==> src/rtl/mrc_pkg.sv <==
`timescale 1ns / 1ps

package mrc_pkg;

   localparam int COORD_BITS  = 11;
   localparam int RADIUS_BITS = 10;
   localparam int POINT_BITS  = COORD_BITS + 2;
   // The iterator x runs from radius-1 down and may reach -1, so it carries a sign bit.
   localparam int X_BITS      = RADIUS_BITS + 2;
   localparam int Y_BITS      = RADIUS_BITS + 1;
   localparam int STEP_BITS   = RADIUS_BITS + 2;
   localparam int ERR_BITS    = RADIUS_BITS + 3;
   localparam int OCT_BITS    = 3;
   localparam int QUEUE_DEPTH = 2;
   localparam int QPTR_BITS   = $clog2(QUEUE_DEPTH);
   localparam int QCNT_BITS   = $clog2(QUEUE_DEPTH + 1);

   typedef enum logic {
      OP_START = 1'b0,
      OP_NEXT  = 1'b1
   } op_type;

   // One classified item: either a point set for the current (x, y) or a finished marker.
   typedef struct packed {
      logic                       fin;
      logic [COORD_BITS-1:0]      cx;
      logic [COORD_BITS-1:0]      cy;
      logic signed [X_BITS-1:0]   x;
      logic [Y_BITS-1:0]          y;
   } job_type;

   typedef struct packed {
      logic empty;
      logic full;
   } queue_status_type;

endpackage

==> src/rtl/mrc_req_if.sv <==
`timescale 1ns / 1ps

interface mrc_req_if import mrc_pkg::*; ();
   logic                   valid;
   logic                   ready;
   logic                   operation;
   logic [COORD_BITS-1:0]  center_x;
   logic [COORD_BITS-1:0]  center_y;
   logic [RADIUS_BITS-1:0] radius;

   modport source (output valid, output operation, output center_x, output center_y,
                   output radius, input ready);
   modport sink   (input valid, input operation, input center_x, input center_y,
                   input radius, output ready);
endinterface

==> src/rtl/mrc_rsp_if.sv <==
`timescale 1ns / 1ps

interface mrc_rsp_if import mrc_pkg::*; ();
   logic                         valid;
   logic                         ready;
   logic signed [POINT_BITS-1:0] point_x;
   logic signed [POINT_BITS-1:0] point_y;
   logic                         point_valid;
   logic                         last_of_step;
   logic                         finished;

   modport source (output valid, output point_x, output point_y, output point_valid,
                   output last_of_step, output finished, input ready);
   modport sink   (input valid, input point_x, input point_y, input point_valid,
                   input last_of_step, input finished, output ready);
endinterface

==> src/rtl/mrc_front.sv <==
`timescale 1ns / 1ps

module mrc_front import mrc_pkg::*; (
   input  logic             clock,
   input  logic             reset,
   mrc_req_if.sink          req_chan,
   input  queue_status_type q_status,
   output logic             push,
   output job_type          push_job
);

   logic                          circle_active_ff, circle_active_in;
   logic [COORD_BITS-1:0]         held_cx_ff, held_cx_in;
   logic [COORD_BITS-1:0]         held_cy_ff, held_cy_in;
   logic [RADIUS_BITS-1:0]        held_radius_ff, held_radius_in;
   logic signed [X_BITS-1:0]      octant_x_ff, octant_x_in;
   logic [Y_BITS-1:0]             octant_y_ff, octant_y_in;
   logic [STEP_BITS-1:0]          step_dx_ff, step_dx_in;
   logic [STEP_BITS-1:0]          step_dy_ff, step_dy_in;
   logic [ERR_BITS-1:0]           error_ff, error_in;

   logic                          start;
   logic                          act_eff;
   logic signed [X_BITS-1:0]      x_eff, x_upd;
   logic [Y_BITS-1:0]             y_eff, y_upd;
   logic [STEP_BITS-1:0]          dx_eff, dx_upd, dy_eff, dy_upd;
   logic [ERR_BITS-1:0]           err_eff, err_mid, err_upd;
   logic [ERR_BITS-1:0]           two_r;
   logic                          done;

   assign req_chan.ready = !q_status.full;
   assign push           = req_chan.valid && req_chan.ready;
   assign start          = (op_type'(req_chan.operation) == OP_START);

   always_comb begin
      // A start item loads the iterator first; the point set then comes from the loaded values.
      if (start) begin
         held_cx_in     = req_chan.center_x;
         held_cy_in     = req_chan.center_y;
         held_radius_in = req_chan.radius;
         act_eff        = 1'b1;
         x_eff          = X_BITS'(req_chan.radius) - X_BITS'(1);
         y_eff          = '0;
         dx_eff         = STEP_BITS'(1);
         dy_eff         = STEP_BITS'(1);
         err_eff        = ERR_BITS'(1) - ERR_BITS'({req_chan.radius, 1'b0});
      end else begin
         held_cx_in     = held_cx_ff;
         held_cy_in     = held_cy_ff;
         held_radius_in = held_radius_ff;
         act_eff        = circle_active_ff;
         x_eff          = octant_x_ff;
         y_eff          = octant_y_ff;
         dx_eff         = step_dx_ff;
         dy_eff         = step_dy_ff;
         err_eff        = error_ff;
      end

      done  = !act_eff || (x_eff < $signed({1'b0, y_eff}));
      two_r = ERR_BITS'({held_radius_in, 1'b0});

      y_upd   = y_eff;
      dy_upd  = dy_eff;
      err_mid = err_eff;
      if ($signed(err_eff) <= 0) begin
         y_upd   = y_eff + Y_BITS'(1);
         dy_upd  = dy_eff + STEP_BITS'(2);
         err_mid = err_eff + ERR_BITS'(dy_eff);
      end

      x_upd   = x_eff;
      dx_upd  = dx_eff;
      err_upd = err_mid;
      if ($signed(err_mid) > 0) begin
         x_upd   = x_eff - X_BITS'(1);
         dx_upd  = dx_eff + STEP_BITS'(2);
         err_upd = err_mid + ERR_BITS'(dx_eff + STEP_BITS'(2)) - two_r;
      end

      circle_active_in = !done;
      if (done) begin
         octant_x_in = x_eff;
         octant_y_in = y_eff;
         step_dx_in  = dx_eff;
         step_dy_in  = dy_eff;
         error_in    = err_eff;
      end else begin
         octant_x_in = x_upd;
         octant_y_in = y_upd;
         step_dx_in  = dx_upd;
         step_dy_in  = dy_upd;
         error_in    = err_upd;
      end

      push_job.fin = done;
      push_job.cx  = held_cx_in;
      push_job.cy  = held_cy_in;
      push_job.x   = x_eff;
      push_job.y   = y_eff;
   end

   always_ff @(posedge clock) begin
      if (reset) begin
         circle_active_ff <= 1'b0;
      end else if (push) begin
         circle_active_ff <= circle_active_in;
      end
   end

   always_ff @(posedge clock) begin
      if (push) begin
         held_cx_ff     <= held_cx_in;
         held_cy_ff     <= held_cy_in;
         held_radius_ff <= held_radius_in;
         octant_x_ff    <= octant_x_in;
         octant_y_ff    <= octant_y_in;
         step_dx_ff     <= step_dx_in;
         step_dy_ff     <= step_dy_in;
         error_ff       <= error_in;
      end
   end

endmodule

==> src/rtl/mrc_queue.sv <==
`timescale 1ns / 1ps

module mrc_queue import mrc_pkg::*; (
   input  logic             clock,
   input  logic             reset,
   input  logic             push,
   input  job_type          push_job,
   input  logic             pop,
   output job_type          head_job,
   output queue_status_type q_status
);

   job_type                entries_ff [QUEUE_DEPTH];
   logic [QPTR_BITS-1:0]   wr_ptr_ff, rd_ptr_ff;
   logic [QCNT_BITS-1:0]   count_ff;

   assign q_status.empty = (count_ff == '0);
   assign q_status.full  = (count_ff == QCNT_BITS'(QUEUE_DEPTH));
   assign head_job       = entries_ff[rd_ptr_ff];

   always_ff @(posedge clock) begin
      if (reset) begin
         wr_ptr_ff <= '0;
         rd_ptr_ff <= '0;
         count_ff  <= '0;
      end else begin
         if (push) begin
            wr_ptr_ff <= wr_ptr_ff + QPTR_BITS'(1);
         end
         if (pop) begin
            rd_ptr_ff <= rd_ptr_ff + QPTR_BITS'(1);
         end
         if (push && !pop) begin
            count_ff <= count_ff + QCNT_BITS'(1);
         end else if (pop && !push) begin
            count_ff <= count_ff - QCNT_BITS'(1);
         end
      end
   end

   always_ff @(posedge clock) begin
      if (push) begin
         entries_ff[wr_ptr_ff] <= push_job;
      end
   end

endmodule

==> src/rtl/mrc_back.sv <==
`timescale 1ns / 1ps

module mrc_back import mrc_pkg::*; (
   input  logic             clock,
   input  logic             reset,
   input  job_type          head_job,
   input  queue_status_type q_status,
   output logic             pop,
   mrc_rsp_if.source        rsp_chan
);

   logic                         rsp_valid_ff;
   logic signed [POINT_BITS-1:0] point_x_ff, point_x_in;
   logic signed [POINT_BITS-1:0] point_y_ff, point_y_in;
   logic                         point_valid_ff, point_valid_in;
   logic                         last_ff, last_in;
   logic                         finished_ff, finished_in;
   logic [OCT_BITS-1:0]          oct_ff;

   logic                         out_load, fire;
   logic                         swap, neg_x, neg_y;
   logic signed [POINT_BITS-1:0] xs, ys, cxs, cys, a_val, b_val;

   assign out_load = !rsp_valid_ff || rsp_chan.ready;
   assign fire     = out_load && !q_status.empty;
   assign pop      = fire && last_in;

   always_comb begin
      // Octant order: (+x,+y) (+y,+x) (-y,+x) (-x,+y) (-x,-y) (-y,-x) (+y,-x) (+x,-y).
      swap  = (oct_ff == 3'd1) || (oct_ff == 3'd2) || (oct_ff == 3'd5) || (oct_ff == 3'd6);
      neg_x = (oct_ff == 3'd2) || (oct_ff == 3'd3) || (oct_ff == 3'd4) || (oct_ff == 3'd5);
      neg_y = oct_ff[2];

      xs    = POINT_BITS'(head_job.x);
      ys    = POINT_BITS'({1'b0, head_job.y});
      cxs   = POINT_BITS'({1'b0, head_job.cx});
      cys   = POINT_BITS'({1'b0, head_job.cy});
      a_val = swap ? ys : xs;
      b_val = swap ? xs : ys;

      if (head_job.fin) begin
         point_x_in     = '0;
         point_y_in     = '0;
         point_valid_in = 1'b0;
         last_in        = 1'b1;
         finished_in    = 1'b1;
      end else begin
         point_x_in     = neg_x ? (cxs - a_val) : (cxs + a_val);
         point_y_in     = neg_y ? (cys - b_val) : (cys + b_val);
         point_valid_in = 1'b1;
         last_in        = &oct_ff;
         finished_in    = 1'b0;
      end
   end

   always_ff @(posedge clock) begin
      if (reset) begin
         rsp_valid_ff <= 1'b0;
         oct_ff       <= '0;
      end else begin
         if (out_load) begin
            rsp_valid_ff <= !q_status.empty;
         end
         if (fire) begin
            oct_ff <= last_in ? '0 : oct_ff + OCT_BITS'(1);
         end
      end
   end

   always_ff @(posedge clock) begin
      if (fire) begin
         point_x_ff     <= point_x_in;
         point_y_ff     <= point_y_in;
         point_valid_ff <= point_valid_in;
         last_ff        <= last_in;
         finished_ff    <= finished_in;
      end
   end

   assign rsp_chan.valid        = rsp_valid_ff;
   assign rsp_chan.point_x      = point_x_ff;
   assign rsp_chan.point_y      = point_y_ff;
   assign rsp_chan.point_valid  = point_valid_ff;
   assign rsp_chan.last_of_step = last_ff;
   assign rsp_chan.finished     = finished_ff;

endmodule

==> src/rtl/midpoint_circle_rasterizer.sv <==
`timescale 1ns / 1ps
// Midpoint circle point generator.
// The req_chan channel takes start items (operation 0, with center and radius) and
// next items (operation 1). Each item returns eight mirrored points of the current
// octant position on rsp_chan, the eighth flagged last_of_step, or one finished
// marker (no point, last_of_step and finished set) once the circle is complete or
// when no circle is in progress.
// The front stage updates the iterator as it accepts an item and puts the classified
// item in a two-entry queue. The back stage expands one queued item into results,
// one result per cycle while rsp_chan accepts them, into a registered output.
// An item passes through the queue and then the output register before its first result.
// A point-bearing item gives eight results and a finished marker gives one; the single
// output register takes one result per cycle when rsp_chan is not stalled.
// When rsp_chan stalls, the output register holds its result, the back stage waits,
// and req_chan keeps accepting until the queue is full.
// Reset is synchronous and active high: the queue and output empty, no circle is active.
module midpoint_circle_rasterizer import mrc_pkg::*; (
   input  logic      clock,
   input  logic      reset,
   mrc_req_if.sink   req_chan,
   mrc_rsp_if.source rsp_chan
);

   logic             push, pop;
   job_type          push_job, head_job;
   queue_status_type q_status;

   mrc_front u_front (
      .clock    (clock),
      .reset    (reset),
      .req_chan (req_chan),
      .q_status (q_status),
      .push     (push),
      .push_job (push_job)
   );

   mrc_queue u_queue (
      .clock    (clock),
      .reset    (reset),
      .push     (push),
      .push_job (push_job),
      .pop      (pop),
      .head_job (head_job),
      .q_status (q_status)
   );

   mrc_back u_back (
      .clock    (clock),
      .reset    (reset),
      .head_job (head_job),
      .q_status (q_status),
      .pop      (pop),
      .rsp_chan (rsp_chan)
   );

endmodule

==> src/flat_wrapper.sv <==
// flat-port wrapper written by rule: the top's interface ports become plain ports
module midpoint_circle_rasterizer_flat import mrc_pkg::*;
  (clock, reset, req_chan_valid, req_chan_operation, req_chan_center_x, req_chan_center_y, req_chan_radius, req_chan_ready, rsp_chan_valid, rsp_chan_point_x, rsp_chan_point_y, rsp_chan_point_valid, rsp_chan_last_of_step, rsp_chan_finished, rsp_chan_ready);
  mrc_req_if req_chan_i ();
  mrc_rsp_if rsp_chan_i ();
  input  logic clock;
  input  logic reset;
  input wire logic [$bits(req_chan_i.valid)-1:0] req_chan_valid;
  input wire logic [$bits(req_chan_i.operation)-1:0] req_chan_operation;
  input wire logic [$bits(req_chan_i.center_x)-1:0] req_chan_center_x;
  input wire logic [$bits(req_chan_i.center_y)-1:0] req_chan_center_y;
  input wire logic [$bits(req_chan_i.radius)-1:0] req_chan_radius;
  output wire logic [$bits(req_chan_i.ready)-1:0] req_chan_ready;
  output wire logic [$bits(rsp_chan_i.valid)-1:0] rsp_chan_valid;
  output wire logic [$bits(rsp_chan_i.point_x)-1:0] rsp_chan_point_x;
  output wire logic [$bits(rsp_chan_i.point_y)-1:0] rsp_chan_point_y;
  output wire logic [$bits(rsp_chan_i.point_valid)-1:0] rsp_chan_point_valid;
  output wire logic [$bits(rsp_chan_i.last_of_step)-1:0] rsp_chan_last_of_step;
  output wire logic [$bits(rsp_chan_i.finished)-1:0] rsp_chan_finished;
  input wire logic [$bits(rsp_chan_i.ready)-1:0] rsp_chan_ready;
  assign req_chan_i.valid = req_chan_valid;
  assign req_chan_i.operation = req_chan_operation;
  assign req_chan_i.center_x = req_chan_center_x;
  assign req_chan_i.center_y = req_chan_center_y;
  assign req_chan_i.radius = req_chan_radius;
  assign req_chan_ready = req_chan_i.ready;
  assign rsp_chan_valid = rsp_chan_i.valid;
  assign rsp_chan_point_x = rsp_chan_i.point_x;
  assign rsp_chan_point_y = rsp_chan_i.point_y;
  assign rsp_chan_point_valid = rsp_chan_i.point_valid;
  assign rsp_chan_last_of_step = rsp_chan_i.last_of_step;
  assign rsp_chan_finished = rsp_chan_i.finished;
  assign rsp_chan_i.ready = rsp_chan_ready;
  midpoint_circle_rasterizer u_core (.clock(clock), .reset(reset), .req_chan(req_chan_i), .rsp_chan(rsp_chan_i));
endmodule
==> config.mk <==
export PLATFORM = sky130hd
export DESIGN_NAME = midpoint_circle_rasterizer_flat
export DESIGN_NICKNAME = d
export VERILOG_FILES = /design/src/rtl/mrc_pkg.sv /design/src/rtl/mrc_req_if.sv /design/src/rtl/mrc_rsp_if.sv /design/src/rtl/mrc_front.sv /design/src/rtl/mrc_queue.sv /design/src/rtl/mrc_back.sv /design/src/rtl/midpoint_circle_rasterizer.sv /design/src/flat_wrapper.sv
export SDC_FILE = /design/constraint.sdc
export NUM_CORES = 1
export LEC_CHECK = 0
export BUFFER_PORTS_ARGS = -buffer_cell sky130_fd_sc_hd__buf_4
export CORE_ASPECT_RATIO = 1.5
export CORE_MARGIN = 2
export CORE_UTILIZATION = 55
export DETAILED_ROUTE_END_ITERATION = 10
export PLACE_DENSITY = 0.85
export SYNTH_ARGS = -nofsm -noshare
export SYNTH_HDL_FRONTEND = slang
export SYNTH_SLANG_ARGS = --single-unit
==> constraint.sdc <==
create_clock -name clock -period 14.6 [get_ports clock]
set_input_delay 0 -clock clock [delete_from_list [all_inputs] [get_ports clock]]
set_output_delay 0 -clock clock [all_outputs]
set_load 0.02 [all_outputs]
# Word level (Yosys, flattened, before mapping)
# Memories as Yosys holds them, arrays and structs flattened. A register that Yosys moved wholly into a read port is not among the register bits.
# Cells that the tools add are included.
[totals]
out_inout_bits = 31
mem_count = 1
register_bits = 130
ram_bits = 92
[mem_list]
columns = ["memory", "depth", "width", "read_ports", "rd_ports_with_merged_regs", "wr", "line", "rtl"]
rows = [
  ["u_core.u_queue.entries_ff", 2, 46, 1, 1, 1, "mrc_queue.sv:13", "job_type entries_ff [QUEUE_DEPTH];"],
]
[classes]
n_reduce_logical = 23
n_lt_le_gt_ge = 3
n_mux = 34
add_sub_neg = 19
eq_ne = 7
[ops]
columns = ["operator", "count"]
rows = [
  ["two-way mux 12 bit", 9],
  ["two-way mux 13 bit", 8],
  ["two-way mux 11 bit", 5],
  ["adder 12 x 13 -> 13 bit", 2],
  ["subtractor 12 x 13 -> 13 bit", 2],
  ["adder 12 x 2 -> 12 bit (second input constant)", 2],
  ["adder 12 x 2 -> 13 bit (second input constant)", 1],
  ["adder 13 x 12 -> 13 bit", 1],
  ["adder 13 bit", 1],
  ["> comparator 13 x 1 -> 1 bit (second input constant)", 1],
  ["less-or-equal comparator 13 x 1 -> 1 bit (second input constant)", 1],
  ["subtractor 13 x 11 -> 13 bit", 1],
  ["less-than comparator 12 bit", 1],
  ["subtractor 1 x 11 -> 12 bit (first input constant)", 1],
  ["subtractor 12 x 2 -> 12 bit (second input constant)", 1],
  ["adder 11 x 1 -> 11 bit (second input constant)", 1],
  ["subtractor 10 x 1 -> 11 bit (second input constant)", 1],
  ["two-way mux 10 bit", 1],
  ["equality test 3 bit (second input constant)", 3],
  ["logical OR 1 bit", 8],
  ["two-way mux 1 bit", 8],
  ["logical NOT 1 bit", 7],
  ["equality test 3 x 2 -> 1 bit (second input constant)", 2],
  ["logical AND 1 bit", 5],
  ["11 further kinds", 13],
]

# Longest topological paths before layout
# Gate-level depths: netlist (run 1).
[depth]
depth_word = 8
depth_mapped = 26

# Modules after synthesis
# Synthesis (run 1) repeated with hierarchy kept, for this count alone.
[unflattened]
hier_cells = 1189
area_unflattened_um2 = 13759.4
[by_module_without_submodules]
columns = ["module", "area_each_um2", "cells_per_inst", "seq_area_each_um2", "instances"]
rows = [
  ["mrc_front", 7084.3, 687, 2782.7, 1],
  ["mrc_queue", 3538.4, 165, 2862.7, 1],
  ["mrc_back", 3136.8, 337, 950.9, 1],
]

# Least setup slack after synthesis (run 1)
# No wires, ideal clock.
[synth_timing]
kind = "input to register"
from = "input req_chan_operation"
to = "register u_core.u_front.error_ff[12], data pin"
arrival_time_ns = 5.611
stages = 23
n_path_buf = 6
setup_slack_ns = 8.728
setup_ns = 0.261
required_time_ns = 14.339
path_cell_list = "buf_1 clkbuf_1 clkbuf_1 clkbuf_1 clkbuf_1 clkbuf_1 nand2_1 fa_1 nand2b_1 a21bo_2 a221oi_1 o41a_1 and3_1 a21oi_1 fa_1 inv_1 ha_1 ha_1 or2_2 a21oi_1 a21oi_1 xnor2_1 a221o_1"
[synth_via]
elab_chain_cells = 7
elab_cells_between_ends = 19
[synth_lines]
columns = ["element", "line", "rtl"]
rows = [
  ["start: declaration", "flat_wrapper.sv:9", "input wire logic [$bits(req_chan_i.operation)-1:0] req_chan_operation;"],
  ["two-way mux 13 bit or two-way mux 12 bit (tied branches)", "mrc_front.sv:37", "if (start) begin"],
  ["adder 13 x 12 -> 13 bit or less-or-equal comparator 13 x 1 -> 1 bit (tied branches)", "mrc_front.sv:68, mrc_front.sv:65", ""],
  ["two-way mux 13 bit", "mrc_front.sv:65", "if ($signed(err_eff) <= 0) begin"],
  ["adder 13 bit", "mrc_front.sv:77", "err_upd = err_mid + ERR_BITS'(dx_eff + STEP_BITS'(2)) - two_r;"],
  ["subtractor 13 x 11 -> 13 bit", "mrc_front.sv:77", ""],
  ["two-way mux 13 bit", "mrc_front.sv:74", "if ($signed(err_mid) > 0) begin"],
  ["two-way mux 13 bit *", "mrc_front.sv:81", "if (done) begin"],
  ["named net u_core.u_front.error_in[12]", "mrc_front.sv:20", "logic [ERR_BITS-1:0] error_ff, error_in;"],
  ["end signal: assignment", "mrc_front.sv:119", "error_ff <= error_in;"],
  ["end: declaration", "mrc_front.sv:20", ""],
]
# The timed path passes the listed nets; every way through them passes the cells marked *.
# A chain may end at the register's enable or synchronous reset.

# Worst setup path after layout (run 1)
# Ends and elaborated chain as after synthesis.

==> summary.txt, run 1 <==
Flow run
  – Reported max-cap violation count: 0

Yosys
  – Synth warn: 0
  – Sequential share of the synthesized area: 49.3%
  – Synth Register Bits: 223
  – Prevailing post-synth register cell: edfxtp_1
  – Synth unique cells: 74
  – Synthesized net count: 1287
  – Synth Instances: 1154
  – Async set or reset register ratio after synthesis: 0%
  – Avg Inst Size Synth: 11.6 µm²
  – Number of synthesized flops with an enable pin: 213
  – Cell area after synthesis: 13400 µm²

Die
  – Rows: 69
  – Core ar.: 23800 µm²
  – Initial Utilization: 56.1%
  – Die Area: 25600 µm²
  – Die height: 195 µm
  – I/O pins: 68
  – Horiz. Die Dim: 131 µm

Detailed routing
  – WL/cell: 18.6 µm
  – Vias per cell: 5.79
  – WL final: 29.5 mm
  – Drc violations: 0
  – DR iter-0 viols: 563
  – Routed via count: 9168
  – Drt pass-1 iters: 5
  – Routed Antenna Nets: 0

Global route
  – Largest net degree at the start of global routing: 78
  – Global-route wire length before repair: 46.7 mm
  – Vias in the first global route: 9321
  – Grt ovf: 0
  – GRT Overall Usage: 22.9%
  – Initial antenna violation count: 0

Finish
  – Commonest non-fill, non-tap cell in the layout: edfxtp_1
  – Layout area overhead: 14.7%
  – Antenna diodes: 0
  – Commonest cells after routing, fill and taps aside: edfxtp_1, nor2_1, ha_1
  – Ratio of cells with drive above 1 in the final layout: 16.0%
  – Total Nets Final: 1382

STA
  – Clock Skews: 8.57 ps
  – Fin crit share: 43.4%
  – Fin. Hold Viols: 0
  – Slew @ Worst Pin: 1130 ps
  – RSZ-0062 raised after global routing: false
  – F_max: 158 MHz
  – Fin Setup TNS: 0 ps
  – Hold_ws: 32.9 ps
  – Final setup viols: 0
  – Max_slew headroom: 24.5%
  – Min Tclk post-route: 6340 ps
  – Final Slew Violations: 0

Clocking
  – CTS tree: yes
  – CTS Buf Count: 22
  – H-Tree Level Count: 1
  – Num Clock Sinks: 223
  – Clock Path Buffers: 3
  – Worst-Skew Late Latency: 520 ps
  – Clk pin slew, worst setup/hold paths: 70 ps
  – Root buffer cell: clkbuf_16

Worst setup path
  – Critical Path, Cell by Cell: dlygate4sd3_1 -> buf_4 -> buf_4 -> inv_1 -> nand2_1 -> and2_1 -> inv_1 -> ha_1 -> nor2_1 -> or4b_2 -> nand3b_1 -> a21oi_1 -> xor2_1 -> mux2i_1 -> fa_1 -> ha_1 -> ha_1 -> nand3_1 -> nand2_1 -> a41oi_1 -> a21oi_1 -> xnor2_1 -> a221o_1
  – Startpoint types: input port
  – Max Fanout on Critical Path: 77
  – Critical path arrival: 6610 ps
  – Critical path startpoint: req_chan_operation
  – Most Frequent Cell on Critical Path: ha_1
  – R2r endpoint: u_core.u_front.error_ff[11]
  – Top delay family on crit path: buffers and inverters
  – Worst Reg-to-Reg Cells: 17
  – Largest stage delay, worst path: 740 ps
  – Crit-path slowest cell: buf_4
  – Endpoint type of the worst setup path: flop
  – R2R Path Start: u_core.u_front.error_ff[0]
  – Critical Path Stages: 23
  – Flop-to-flop setup slack: 9150 ps
  – Setup Crit Path Kind: input port to flop
  – WP data required: 14870 ps
  – WP buf/inv: 5

Power
  – Leakage power: 5.96 nW
  – Pwr/cell area: 204 nW/µm²
  – Peak VDD IR: 0.138 mV

Run status
  – Outcome: complete, no violations

Worst hold path
  – Depth of the worst hold-timing path: 3
  – Worst Hold Class: input port to flop
  – Min-Delay Endpoint: u_core.u_front.held_radius_ff[0]
  – HP Start: req_chan_radius[0]

Placement
  – Placer Congestion: 0.894
  – I/O Buffers: 67
  – Post-DP HPWL: 20.8 mm
[final cells by class]
| cell class | count | area [µm²] |
|---|---|---|
| multi-input combinational | 815 | 6320 |
| tap | 319 | 399 |
| sequential | 223 | 6600 |
| timing repair buffer | 107 | 886 |
| inverter | 80 | 302 |
| clock inverter | 15 | 238 |
| fill | 1815 | 8500 |
| clock buffer | 25 | 593 |
[cell usage after synthesis, drive strengths merged, types with 5 or more instances]
master  count  share of area [%]
a21oi      52                1.9
clkbuf     24               0.67
inv        79                2.2
dfxtp      10                1.5
mux2i      22                1.6
nor4        7               0.42
a21boi      8               0.45
nor2       88                2.5
and3        9               0.42
buf        12               0.57
mux4       22                3.7
nand4      16               0.75
nor3b       7               0.39
nand3      33                1.2
o21ai      37                1.4
fa         13                1.9
or3        16               0.75
nor3       43                1.7
edfxtp    213                 48
xnor2      67                4.4
xor2       32                2.1
and2       22                1.0
a211oi      5               0.28
a21o       10               0.56
ha         83                7.8
nand2b     14               0.66
o21a        9               0.51
nor2b      15               0.70
or2         5               0.23
nand2      80                2.3
mux2       47                4.0
[registers in the layout (all words and copies together), names as in the netlist, 12 cells and up, named ones only]
name	flops
u_core.u_front.step_dy_ff	12
u_core.u_front.octant_x_ff	12
u_core.u_queue.entries_ff	92
u_core.u_front.error_ff	13
u_core.u_back.rsp_chan.point_y	13
u_core.u_back.rsp_chan.point_x	13
u_core.u_front.step_dx_ff	12
[what timing repair did]
action / 4_1_cts / 5_1_grt
gates resized for setup: 0 / 0
hold buffers: 33 / 0
setup buffers: 0 / 0
endpoints found under the setup margin: 0 / 0
endpoints found under the hold margin: 85 / 0
[worst max path at each step]
stage | endpoint | slack (ps)
floorplan | u_core.u_front.error_ff[12] | 8730
global placement | u_core.u_front.error_ff[12] | 8520
detailed placement | u_core.u_front.error_ff[12] | 8370
CTS | u_core.u_front.error_ff[12] | 8350
global route | u_core.u_front.error_ff[11] | 7900
finish | u_core.u_front.error_ff[12] | 8260
[metrics by stage]
stage	worst slack [ps]	std cells	power (mW)	area [µm²]	util [%]
floorplan	8730	1154	2.10	13400	-
global placement	8520	1511	2.41	14200	59.5
detailed placement	8370	1511	2.46	14200	59.5
CTS	8350	1584	3.13	15300	64.3
global route	7900	1584	3.34	15300	64.3
finish	8260	1584	3.12	15300	64.3
[power breakdown]
part / switching, mW / total, mW / internal (mW)
Combinational: 0.866 / 1.50 / 0.632
Sequential: 0.0593 / 0.981 / 0.921
Clock: 0.258 / 0.645 / 0.388
Total: 1.18 / 3.12 / 1.94
[per-layer routing]
layer	global-route usage [%]	vias to the layer above	wire, µm
met2	43.2	268	15500
li1	-	4419	-
met5	0	-	0
met3	2.50	102	1170
met4	13.8	0	1930
met1	24.3	4379	10900
[worst register-to-register path, cell delays in order, from the launching register on]
cell	delay [ps]
edfxtp_1	370
nor2b_1	250
nand3_1	180
nand3b_1	280
o21ai_2	790
mux2i_1	470
fa_1	500
ha_1	350
fa_1	460
a21o_1	190
a21oi_1	230
o21bai_1	90
a21oi_1	220
o21ai_0	180
a21o_1	210
a21oi_1	190
xor2_1	160
o21ai_0	90
[cell families (layout without fill, tap and decap cells)]
logic type | count (synthesis) | in the layout | share of synthesized area [%]
buffers and inverters | 116 | 227 | 3.49
AND/OR/NAND/NOR | 365 | 365 | 13.7
XOR/XNOR | 99 | 99 | 6.49
AO/OA/AOI/OAI | 164 | 164 | 7.98
flip-flops | 223 | 223 | 49.3
multiplexers | 91 | 91 | 9.31
adder cells (fa/ha/maj) | 96 | 96 | 9.72
No activity file was read; power rests on OpenSTA's default activity.
==> run 2, diff against run 1 <==
--- a/config.mk
+++ b/config.mk
@@ -10,7 +10,7 @@
 export CORE_MARGIN = 2
 export CORE_UTILIZATION = 55
 export DETAILED_ROUTE_END_ITERATION = 10
-export PLACE_DENSITY = 0.85
+export PLACE_DENSITY = 0.88
 export SYNTH_ARGS = -nofsm -noshare
 export SYNTH_HDL_FRONTEND = slang
 export SYNTH_SLANG_ARGS = --single-unit
==> constraint.sdc (replaced) <==
create_clock -name clock -period 5.5 [get_ports clock]
set_input_delay 0 -clock clock [delete_from_list [all_inputs] [get_ports clock]]
set_output_delay 0 -clock clock [all_outputs]
set_load 0.02 [all_outputs]
==> summary.txt, run 2 (synthesis results as in run 1) <==
Clocking
  – Root buffer cell: clkbuf_16
  – CTS tree: yes
  – Clk pin slew, worst setup/hold paths: 60 ps
  – CTS Buf Count: 22
  – Num Clock Sinks: 223
  – Clock Path Buffers: 3
  – H-Tree Level Count: 1
  – Worst-Skew Late Latency: 520 ps

Global route
  – Global-route wire length before repair: 47.6 mm
  – Global routing usage on met3: 3.08%
  – GRT Overall Usage: 23.2%
  – Largest net degree at the start of global routing: 73
  – GR peak layer: met2
  – Initial antenna violation count: 0
  – Met2 usage: 43.5%
  – Vias in the first global route: 9654
  – GR Layer Usage met1: 24.6%
  – Grt ovf: 0

Placement
  – Pre-CTS WS: 150 ps
  – Post-DP HPWL: 21.3 mm
  – I/O Buffers: 67
  – Placed insts: 1521
  – Placer Congestion: 0.938

Worst setup path
  – Setup Crit Path Kind: input port to flop
  – WP buf/inv: 3
  – Top delay family on crit path: compound AO/OA/AOI/OAI gates
  – Critical Path, Cell by Cell: dlygate4sd3_1 -> buf_4 -> or4_1 -> o31a_1 -> o31ai_4 -> o21ai_2 -> buf_4 -> nand2_1 -> o21ai_0 -> fa_1 -> ha_1 -> ha_1 -> a21o_1 -> a21oi_1 -> o21bai_1 -> a21oi_1 -> o21ai_0 -> a21o_1 -> a21oi_1 -> xor2_1 -> o21ai_0
  – WP data required: 5750 ps
  – Startpoint types: input port
  – Max Fanout on Critical Path: 10
  – Critical path arrival: 5460 ps
  – Endpoint type of the worst setup path: flop
  – Crit-path slowest cell: or4_1
  – Largest stage delay, worst path: 560 ps

STA
  – Final setup viols: 0
  – Fin Setup TNS: 0 ps
  – Fin. Hold Viols: 0
  – Clock Skews: 14.3 ps
  – F_max: 192 MHz
  – Min Tclk post-route: 5200 ps
  – Slew @ Worst Pin: 1090 ps
  – Max_slew headroom: 27.1%
  – Setup ws final: 296 ps
  – Final Slew Violations: 0
  – RSZ-0062 raised after global routing: false
  – Fin crit share: 94.6%

Die
  – Core ar.: 23800 µm²
  – Initial Utilization: 56.1%
  – Die Area: 25600 µm²
  – Die height: 195 µm
  – Rows: 69
  – I/O pins: 68
  – Horiz. Die Dim: 131 µm

Finish
  – Commonest non-fill, non-tap cell in the layout: edfxtp_1
  – Antenna diodes: 0
  – Largest Register: u_core.u_queue.entries_ff
  – Commonest cells after routing, fill and taps aside: edfxtp_1, nor2_1, buf_4
  – Total Nets Final: 1394
  – Non-filler cells, final: 1596
  – Largest register FFs: 92
  – Ratio of cells with drive above 1 in the final layout: 17.3%
  – Layout area overhead: 15.0%

Detailed routing
  – WL/cell: 18.6 µm
  – Routed via count: 9417
  – Drt pass-1 iters: 5
  – Drc violations: 0
  – WL final: 29.7 mm
  – Vias per cell: 5.90
  – Routed Antenna Nets: 0
  – DR iter-0 viols: 559

Worst hold path
  – Worst Hold Class: input port to flop

Power
  – Peak VDD IR: 0.544 mV
  – Leakage power: 5.97 nW
  – Pwr/cell area: 534 nW/µm²

Flow run
  – Reported max-cap violation count: 0

Run status
  – Outcome: complete, no violations
-- run 2: cell count changes in the layout (fill, tap and decap cells not counted), sizes merged --
cell / before / now
buf: 74 / 85
bufinv: 5 / 2
inv: 83 / 80
clkbuf: 25 / 27
clkinv: 5 / 7
clkinvlp: 2 / 4
dlygate4sd3: 33 / 34
-- run 2: through the flow --
step	utilization (%)	hold slack, ps	power [mW]	instance area, µm²
final	64.5	81.4	8.21	15400
after global routing	64.5	108	8.77	15400
after CTS	64.3	67.4	8.17	15300
after detailed placement	59.8	266	6.59	14200
after global placement	59.8	266	6.42	14200
after floorplan	-	196	5.58	13400
-- run 2: final timing paths --
kind	from	end	slack, ps	depth (start not counted)
max	req_chan_radius[4]	u_core.u_front.error_ff[11]	300	21
min	req_chan_radius[6]	u_core.u_front.held_radius_ff[6]	80	4
max reg2reg	u_core.u_front.error_ff[1]	u_core.u_front.error_ff[11]	440	20
min reg2reg	u_core.u_queue.rd_ptr_ff	u_core.u_queue.rd_ptr_ff	510	2
-- run 2: metal layers --
layer | wire length [µm] | share of wire [%] | vias to the layer above
met1 | 10600 | 36 | 4516
met2 | 15600 | 53 | 337
li1 | - | - | 4440
met4 | 1980 | 6.7 | 0
met5 | 0 | 0 | -
met3 | 1480 | 5.0 | 124
-- run 2: cell type report --
type	count	area (µm²)
fillers	1762	8450
clock buffers	27	591
multi-input cells	815	6360
flip-flops and latches	223	6600
clock inverters	13	145
repair buffers	119	978
inverters	80	302
well taps	319	399
-- run 2: repair_timing --
action	in CTS	in global routing
resized for setup	0	13
hold buffers	34	0
setup endpoints to repair	0	3
buffers inserted	0	1
hold endpoints to repair	86	0
-- run 2: worst register-to-register path, cell delays in order (launching register included) --
cell      delay (ps)
edfxtp_1         390
mux2i_1          310
inv_1            110
ha_1             330
a211oi_1         300
nor2_1           100
xor2_1           180
nand2_1           80
o21ai_0          190
fa_1             550
ha_1             320
ha_1             340
a21o_1           170
a21oi_1          270
o21bai_1         110
a21oi_1          220
o21ai_0          180
a21o_1           220
a21oi_1          190
xor2_1           160
o21ai_0           80
-- run 2: report_power, final --
group          leakage (nW)  total, mW  switching [mW]  internal, mW
clock network         0.348       1.54           0.664         0.872
logic                  3.49       4.05            2.34          1.71
registers              2.13       2.62           0.178          2.45
total                  5.97       8.21            3.18          5.03
==> run 3, diff against run 2 <==
--- a/config.mk
+++ b/config.mk
@@ -6,7 +6,6 @@
 export NUM_CORES = 1
 export LEC_CHECK = 0
 export BUFFER_PORTS_ARGS = -buffer_cell sky130_fd_sc_hd__buf_4
-export CORE_ASPECT_RATIO = 1.5
 export CORE_MARGIN = 2
 export CORE_UTILIZATION = 55
 export DETAILED_ROUTE_END_ITERATION = 10
==> constraint.sdc (replaced) <==
create_clock -name clock -period 5.5 [get_ports clock]
set_input_delay 0 -clock clock [delete_from_list [all_inputs] [get_ports clock]]
set_output_delay 0 -clock clock [all_outputs]
set_load 0.1 [all_outputs]
==> summary.txt, run 3 (synthesis results as in run 1) <==
Clocking
  – Clock Path Buffers: 3
  – Clk pin slew, worst setup/hold paths: 60 ps
  – H-Tree Level Count: 1
  – CTS Buf Count: 24
  – Root buffer cell: clkbuf_16
  – Worst-Skew Late Latency: 530 ps
  – Post-CTS Repair Setup Buffers: 0
  – CTS tree: yes
  – Num Clock Sinks: 223

Finish
  – Multi-input logic area: 6340 µm²
  – Antenna diodes: 0
  – Commonest cells after routing, fill and taps aside: edfxtp_1, nor2_1, ha_1
  – Total Nets Final: 1390
  – Filler Cell Count: 1789
  – Layout area overhead: 14.9%
  – Reg area: 6600 µm²
  – Final Core Density: 63.7%
  – Ratio of cells with drive above 1 in the final layout: 16.6%
  – Largest register FFs: 92
  – Largest Register: u_core.u_queue.entries_ff
  – Commonest non-fill, non-tap cell in the layout: edfxtp_1

STA
  – Final setup viols: 0
  – Max_slew headroom: 24.1%
  – Fin crit share: 94.9%
  – Hold_ws: 23.6 ps
  – Final Slew Violations: 0
  – RSZ-0062 raised after global routing: false
  – Clock Skews: 22.0 ps
  – Min Tclk post-route: 5220 ps
  – Fin. Hold Viols: 0
  – Fin Setup TNS: 0 ps
  – Slew @ Worst Pin: 1140 ps
  – F_max: 192 MHz

Global route
  – Global-route wire length before repair: 46.4 mm
  – Grt ovf: 0
  – Vias in the first global route: 9359
  – Initial antenna violation count: 0
  – Largest net degree at the start of global routing: 78
  – GRT Overall Usage: 22.3%

Die
  – Horiz. Die Dim: 160 µm
  – I/O pins: 68
  – Initial Utilization: 55.5%
  – Core ar.: 24100 µm²
  – Rows: 57
  – Die Area: 25600 µm²
  – Die height: 160 µm

Placement
  – I/O Buffers: 67
  – Post-DP HPWL: 20.6 mm
  – Placer Congestion: 0.921

Worst setup path
  – Startpoint types: input port
  – Endpoint type of the worst setup path: flop
  – Critical Path, Cell by Cell: dlygate4sd3_1 -> buf_4 -> nor3_2 -> nor3b_2 -> xor2_1 -> nor2_1 -> a21oi_1 -> inv_1 -> ha_1 -> nand4_1 -> or4b_2 -> nand3b_1 -> a21oi_1 -> xor2_1 -> mux2i_2 -> fa_1 -> ha_1 -> ha_1 -> nand3_1 -> nand2_1 -> a41oi_1 -> a21oi_1 -> xnor2_1 -> a221o_1
  – Crit-path slowest cell: or4b_2
  – Top delay family on crit path: simple AND/OR/NAND/NOR gates
  – Critical path arrival: 5510 ps
  – WP data required: 5790 ps
  – Setup Crit Path Kind: input port to flop
  – Max Fanout on Critical Path: 6
  – Largest stage delay, worst path: 660 ps
  – WP buf/inv: 3

Power
  – Comb pwr share: 52.3%
  – Sequential Power Share: 29.5%
  – Sw Share: 42.8%
  – Leakage power: 5.98 nW
  – Cell-internal power: 5.09 mW
  – Clock power share: 18.2%
  – Peak VDD IR: 0.572 mV
  – Pwr/cell area: 579 nW/µm²
  – NetSw: 3.81 mW

Detailed routing
  – Vias per cell: 5.77
  – Drt pass-1 iters: 5
  – Met2 wire len: 14.7 mm
  – Routed via count: 9221
  – Metal3 WL: 1.57 mm
  – DR iter-0 viols: 898
  – Routed Antenna Nets: 0
  – Drc violations: 0
  – Highest Signal Layer: met4
  – Metal1 wirelength: 11.5 mm
  – WL final: 28.6 mm
  – WL/cell: 17.9 µm

Run status
  – Outcome: complete, no violations

Worst hold path
  – Worst Hold Class: input port to flop

Flow run
  – Reported max-cap violation count: 0
==> run 3: what timing repair did <==
action                                  in CTS  in global routing
hold endpoints to repair                    83                  0
endpoints found under the setup margin       0                  3
hold buffers                                32                  0
gates resized for setup                      0                  6
==> run 3: layer usage <==
layer | vias up | GRT usage (%)
li1 | 4453 | -
met1 | 4409 | 27.8
met2 | 297 | 40.6
met3 | 62 | 2.81
met4 | 0 | 6.96
met5 | - | 0
==> run 3: worst paths after layout <==
| path | slack [ps] | to | startpoint | depth (start not counted) |
|---|---|---|---|---|
| worst max register to register | 640 | u_core.u_front.error_ff[11] | u_core.u_front.error_ff[1] | 20 |
| worst min register to register | 530 | u_core.u_queue.rd_ptr_ff | u_core.u_queue.rd_ptr_ff | 2 |
| worst min-delay path | 20 | u_core.u_front.held_radius_ff[0] | req_chan_radius[0] | 3 |
| worst max-delay path | 280 | u_core.u_front.error_ff[12] | req_chan_radius[2] | 24 |
==> run 3: power groups by stage <==
stage               Clock (mW)  Combinational [mW]  Sequential, mW
finish                    1.62                4.65            2.63
global route              1.70                5.08            2.67
CTS                       1.64                4.64            2.63
detailed placement           0                4.58            2.65
global placement             0                4.42            2.63
floorplan                    0                2.85            3.42
==> run 3: worst reg2reg max path, delay by kind of cell, from the launching register on <==
family / cells / cell delay [ps]
multiplexers: 1 / 330
AND/OR/NAND/NOR: 2 / 180
buffers and inverters: 1 / 120
flip-flops: 1 / 390
adder cells (fa/ha/maj): 4 / 1470
AO/OA/AOI/OAI: 10 / 1790
XOR/XNOR: 2 / 330
==> run 3: metrics by stage <==
step	setup WS [ps]	instances	cell area [µm²]	total power, mW
floorplan	102	1154	13400	6.27
CTS	184	1598	15300	8.91
global route	19.7	1598	15400	9.45
detailed placement	164	1523	14200	7.24
finish	281	1598	15400	8.90
global placement	286	1523	14200	7.05
==> run 3: cell type report <==
class | instances | share of cell area (%)
inverter | 80 | 1.96
multi-input combinational | 815 | 41.3
clock inverter | 16 | 1.16
sequential | 223 | 42.9
timing repair buffer | 113 | 6.04
tap | 324 | 2.64
clock buffer | 27 | 3.98
